==> src/design/q2r_fifo.sv <==
// Small synchronous queue with flop storage.
// Depends on nothing; depth must be a power of two.
module q2r_fifo #(
	parameter int unsigned W     = 8,
	parameter int unsigned DEPTH = 4
) (
	input  logic         clk,
	input  logic         arst_n,
	input  logic         push,
	input  logic [W-1:0] din,
	output logic         full,
	input  logic         pop,
	output logic [W-1:0] dout,
	output logic         empty
);
	localparam int unsigned AW = (DEPTH > 1) ? $clog2(DEPTH) : 1;

	logic [W-1:0]  mem [DEPTH];
	logic [AW-1:0] wr_ptr_q, rd_ptr_q;
	logic [AW:0]   count_q;
	logic          do_push, do_pop;

	assign full    = (count_q == (AW+1)'(DEPTH));
	assign empty   = (count_q == '0);
	assign do_push = push && !full;
	assign do_pop  = pop && !empty;
	assign dout    = mem[rd_ptr_q];

	// Store the word
	always_ff @(posedge clk) begin
		if (do_push) begin
			mem[wr_ptr_q] <= din;
		end
	end

	// Advance pointers and count
	always_ff @(posedge clk or negedge arst_n) begin
		if (!arst_n) begin
			wr_ptr_q <= '0;
			rd_ptr_q <= '0;
			count_q  <= '0;
		end else begin
			if (do_push) begin
				wr_ptr_q <= wr_ptr_q + 1'b1;
			end
			if (do_pop) begin
				rd_ptr_q <= rd_ptr_q + 1'b1;
			end
			if (do_push && !do_pop) begin
				count_q <= count_q + 1'b1;
			end else if (do_pop && !do_push) begin
				count_q <= count_q - 1'b1;
			end
		end
	end
endmodule

==> config.mk <==
export PLATFORM = sky130hd
export DESIGN_NAME = q2r_fifo
export DESIGN_NICKNAME = d
export VERILOG_FILES = /design/src/design/q2r_fifo.sv
export SDC_FILE = /design/constraint.sdc
export NUM_CORES = 1
export LEC_CHECK = 0
export CAP_MARGIN = 10
export CORE_MARGIN = 8
export CORE_UTILIZATION = 61
export CTS_CLUSTER_SIZE = 25
export DETAILED_ROUTE_END_ITERATION = 10
export DONT_BUFFER_PORTS = 1
export PLACE_DENSITY = 0.87
export SYNTH_ARGS = -nofsm -noshare
export SYNTH_HDL_FRONTEND = slang
export SYNTH_SLANG_ARGS = --single-unit
==> constraint.sdc <==
create_clock -name clk -period 2.55 [get_ports clk]
set_clock_uncertainty 0.15 [all_clocks]
set_input_delay 0.51 -clock clk [delete_from_list [all_inputs] [get_ports clk]]
set_output_delay 0.51 -clock clk [all_outputs]
set_load 0.005 [all_outputs]
# Word level (Yosys, flattened, before mapping)
# Memory sizes are Yosys's and may differ from the RTL's.
# Cells that the tools add are included.
# word_totals
register_bits	7
latch_bits	0
mem_bits_rw	32
rom_bits	0
input_bits	12
out_inout_bits	10
elab_cells	23
memories	1
# mem_list
name	words	word_bits	rd	rd_ports_with_merged_regs	write_ports	line	rtl
mem	4	8	1	0	1	18	logic [W-1:0] mem [DEPTH];
# classes
add_sub_neg	4
mul	0
div_mod_pow	0
magnitude_cmp	0
n_eq_ne	1
n_shift	0
muxes	4
n_bitwise	0
n_reduce_logical	10
# ops
cell	n
2-to-1 mux 3 bit	2
adder 2 x 1 -> 2 bit, second input constant	2
logical AND 1 bit	4
zero test 1 bit	4
adder 3 x 1 -> 3 bit, second input constant	1
equality test 3 bit, second input constant	1
zero test 3 bit	1
subtractor 3 x 1 -> 3 bit, second input constant	1
2-to-1 mux 1 bit	2
nonzero test 2 bit	1

# Logic depth before layout (Yosys ltp)
# depth
ltp_word	7
depth_mapped	9
ltp_nobuf	8

# Worst setup path after synthesis
# Ideal clock, no wire load.
# synth_path
kind	reg2reg
startpoint	register count_q[0]
endpoint	register count_q[2]
setup_time_ns	0.079
arrival_time_ns	1.884
required_ns	2.321
setup_slack_ns	0.437
path_stages_with_launch	9
n_path_buf	0
synth_period_minus_slack_ns	2.113
path_cell_list	dfrtp_1 nor3_1 nand2b_1 ha_1 inv_1 fa_1 xor2_1 nor2_1 xor2_1
# synth_between
elab_chain_cells	6
word_cells_on_any_way	15
classes_between	2 x add/sub; 1 x eq/ne; 2 x mux; 10 x reduce/logical
# synth_rtl
item	line	rtl
start: declaration	20	logic [AW:0] count_q;
start signal: assignment	50	count_q <= count_q + 1'b1;
start signal: assignment	52	count_q <= count_q - 1'b1;
zero test 3 bit (*)	24	assign empty = (count_q == '0);
named net empty	14	output logic empty
zero test 1 bit (*)	26	assign do_pop = pop && !empty;
logical AND 1 bit (*)	26	
zero test 1 bit	49	if (do_push && !do_pop) begin
logical AND 1 bit	49	
2-to-1 mux 3 bit or nonzero test 2 bit (tied branches)	--	
# The timed path passes the listed nets; every way through them passes the cells marked *. The select of a mux whose other input is x is not followed.
# A chain may end at the register's enable or synchronous reset.

# Final worst setup path
# layout_path
startpoint	register rd_ptr_q[0]
endpoint	output dout[6]
# layout_between
elab_chain_cells	1
# layout_rtl
item	line	rtl
start: declaration	19	logic [AW-1:0] wr_ptr_q, rd_ptr_q;
start signal: assignment	47	rd_ptr_q <= rd_ptr_q + 1'b1;
memory read (4 x 8 bit)	--	
end: declaration	13	output logic [W-1:0] dout,
# No other way between the ends.

==> results.yml <==
clocking:
  numCtsBuffers: 5
  worst_skew_pair.late_latency_ns: 0.33
  cts_resized: 0
  clk_pin_slew_worst_paths_ns: 0.10
  htreeDepth: 2
  cts_tree: "yes"
  cts_sinks: 39
  cts_root_buf: "clkbuf_4"
  clk_path_buf_depth: 2
floorplanning:
  ios: 22
  die_w_microns: 67.0
  core-area_sq_um: 2480
  die_h_microns: 67.0
  fp-row-count: 18
  start_util_pct: 64.1
  dieArea_sq_um: 4490
route:
  route.detailed.drc: 0
  met3_length_microns: 151
  avgRoutedWirePerCell_microns: 20.5
  wl_met1_microns: 972
  drt-initial-drc-count: 40
  drt-pass1-iter-count: 4
  final_antenna_net_count: 0
  vias: 677
  top_layer: "met4"
  met2_length_mm: 1.19
  drt_wl_total_mm: 2.36
  viasPerCell: 5.89
synthesis:
  yosysWarnings: 0
  synth_area_leaders: "edfxtp_1 60%, mux4_2 11%, dfrtp_1 11%, ha_1 3.9%, xnor2_1 2.2%"
  synth_fp_nets: 95
  synth_seq_cells: 39
  yosysSeqAreaShare_pct: 71.5
  synth_cells: 77
  synth_cell_types: 20
  synth_top_area_share_pct: 60.5
  yosysTopAreaCell: "edfxtp_1"
  syn_area_sq_um: 1590
  syn_area_per_cell_sq_um: 20.6
power:
  clkPwrFrac_pct: 15.7
  p_int_mw: 1.27
  p_seq_share_pct: 55.4
  totalPowerFinal_mw: 1.83
  p_per_area_nw_per_um2: 1090
  p_leak_nw: 0.591
  power_switching_mw: 0.555
  p_sw_share_pct: 30.4
  vdd_drop_max_mv: 0.749
  combPwrFrac_pct: 28.9
timing:
  max_clock_freq_ghz: 0.435
  setup_viol: 0
  maxSlewViolCount: 0
  period_share_pct: 90.1
  fin_setup_tns_ns: 0
  rsz0062_at_grt: "false"
  min_period_ns: 2.30
  finalHoldViolCount: 0
  worst_slew_pin_slew_ns: 0.544
  slew_headroom_pct: 63.7
worst_hold_path:
  min_path_type: "in -> reg"
critical_path:
  worstSetupPathType: "reg -> out"
  critPathTopFamily: "flip-flops"
  cp_max_fo: 9
  cp_num_buf_inv: 0
  end_kind: "output port"
  max_stage_delay_ns: 0.70
  arrival_ns: 1.64
  path_cells: "mux4_2"
  required_ns: 1.89
  cp_slowest_cell: "dfrtp_1"
  cp-start-kind: "flop"
global_routing:
  antenna_found_initial: 0
  overflow: 0
  grt_pass1_vias: 772
  grt.total_usage_pct: 12.3
  grt_pass1_wl_mm: 3.92
  grt_max_degree: 12
final_layout:
  multi_input_area_sq_um: 422
  diodes: 0
  drive_gt1_share_pct: 28.2
  final_cell_mix: "32 x edfxtp_1, 8 x mux4_2, 7 x dfrtp_1, 5 x ha_1, 5 x clkbuf_4"
  final_nets: 102
  final-seq-area_sq_um: 1140
  layout.cells.most_common: "edfxtp_1"
  nFillCells: 163
  syn_to_final_growth_pct: 5.83
placed_design:
  portBuffers: 0
  dp_hpwl_mm: 1.71
  gp_congestion: 0.759
job:
  drv_cap: 0
outcome:
  outcome: "finished, final reports clean"
==> metal layers <==
layer / vias to the layer above / global-route usage (%)
met5: - / 0
met4: 0 / 6.53
met3: 6 / 5.70
met2: 15 / 19.1
met1: 348 / 13.9
li1: 308 / -
==> final cells by class <==
cell class	instances	share of cell area, %
clock buffer	7	2.68
multi-input combinational	32	25.1
sequential	39	67.6
clock inverter	1	0.298
tap	30	2.23
timing repair buffer	3	1.49
inverter	3	0.670
==> power groups by stage <==
stage	clock network [mW]	registers [mW]	logic [mW]
3_3_place_gp	0	1.01	0.508
6_report	0.286	1.01	0.528
5_1_grt	0.319	1.04	0.577
2_1_floorplan	0	0.936	0.488
4_1_cts	0.296	1.02	0.538
3_5_place_dp	0	1.03	0.529
==> registers in the layout (all words and copies together), names as in the netlist <==
register and count:
mem 32, count_q 3, rd_ptr_q 2, wr_ptr_q 2
==> through the flow <==
stage	instance area, sq um	utilization [%]	std cells	worst slack (ns)	hold WS [ns]
final	1680	67.9	115	0.252	0.113
after detailed placement	1620	65.5	106	0.347	0.0646
after CTS	1680	67.9	115	0.204	0.101
after global routing	1680	67.9	115	0.119	0.0904
after global placement	1620	65.5	106	0.469	0.0646
after floorplan	1590	-	77	0.437	0.0644
==> cell usage after synthesis <==
master	number
inv_1	3
nor3_1	1
nor3b_4	1
nor2_1	1
buf_2	1
clkbuf_1	1
buf_6	1
mux2_4	1
nand2b_1	1
nor2b_2	1
fa_1	1
dfrtp_1	7
xnor2_1	4
nand3b_1	1
edfxtp_1	32
ha_1	5
and2_2	4
mux2_2	1
mux4_2	8
xor2_1	2
==> timing repair <==
action / 4_1_cts / 5_1_grt
hold buffers: 1 / 0
endpoints found under the hold margin: 7 / 0
setup buffers: 0 / 0
==> worst reg2reg max path: cells and delay by family (launching register included) <==
kind                     cells  cell delay (ns)
flip-flops                   1             0.50
buffers and inverters        1             0.06
AND/OR/NAND/NOR              3             0.50
XOR/XNOR                     2             0.31
adder cells (fa/ha/maj)      2             0.63
==> cells by family (layout without fill, tap and decap cells) <==
logic type / after synthesis / after routing / share of synthesized area [%]
flops: 39 / 39 / 71.5
mux: 10 / 10 / 13.0
simple gates: 10 / 10 / 5.04
fa+ha+maj: 6 / 6 / 5.20
xor+xnor: 6 / 6 / 3.31
buf+inv: 6 / 14 / 1.97
==> final timing paths <==
| kind | cells past startpoint | slack (ns) | endpoint | start |
|---|---|---|---|---|
| max | 1 | 0.25 | dout[6] | rd_ptr_q[0]$_DFFE_PN0P_ |
| min | 0 | 0.11 | mem[3][6]$_DFFE_PP_ | din[6] |
| max reg2reg | 8 | 0.34 | count_q[2]$_DFFE_PN0P_ | count_q[0]$_DFFE_PN0P_ |
| min reg2reg | 1 | 0.36 | count_q[2]$_DFFE_PN0P_ | count_q[2]$_DFFE_PN0P_ |
| max in group asynchronous | 1 | 1.66 | wr_ptr_q[1]$_DFFE_PN0P_ | arst_n |
| min in group asynchronous | 1 | 0.35 | rd_ptr_q[0]$_DFFE_PN0P_ | arst_n |
Note: power is estimated with default switching activity, not from simulation.
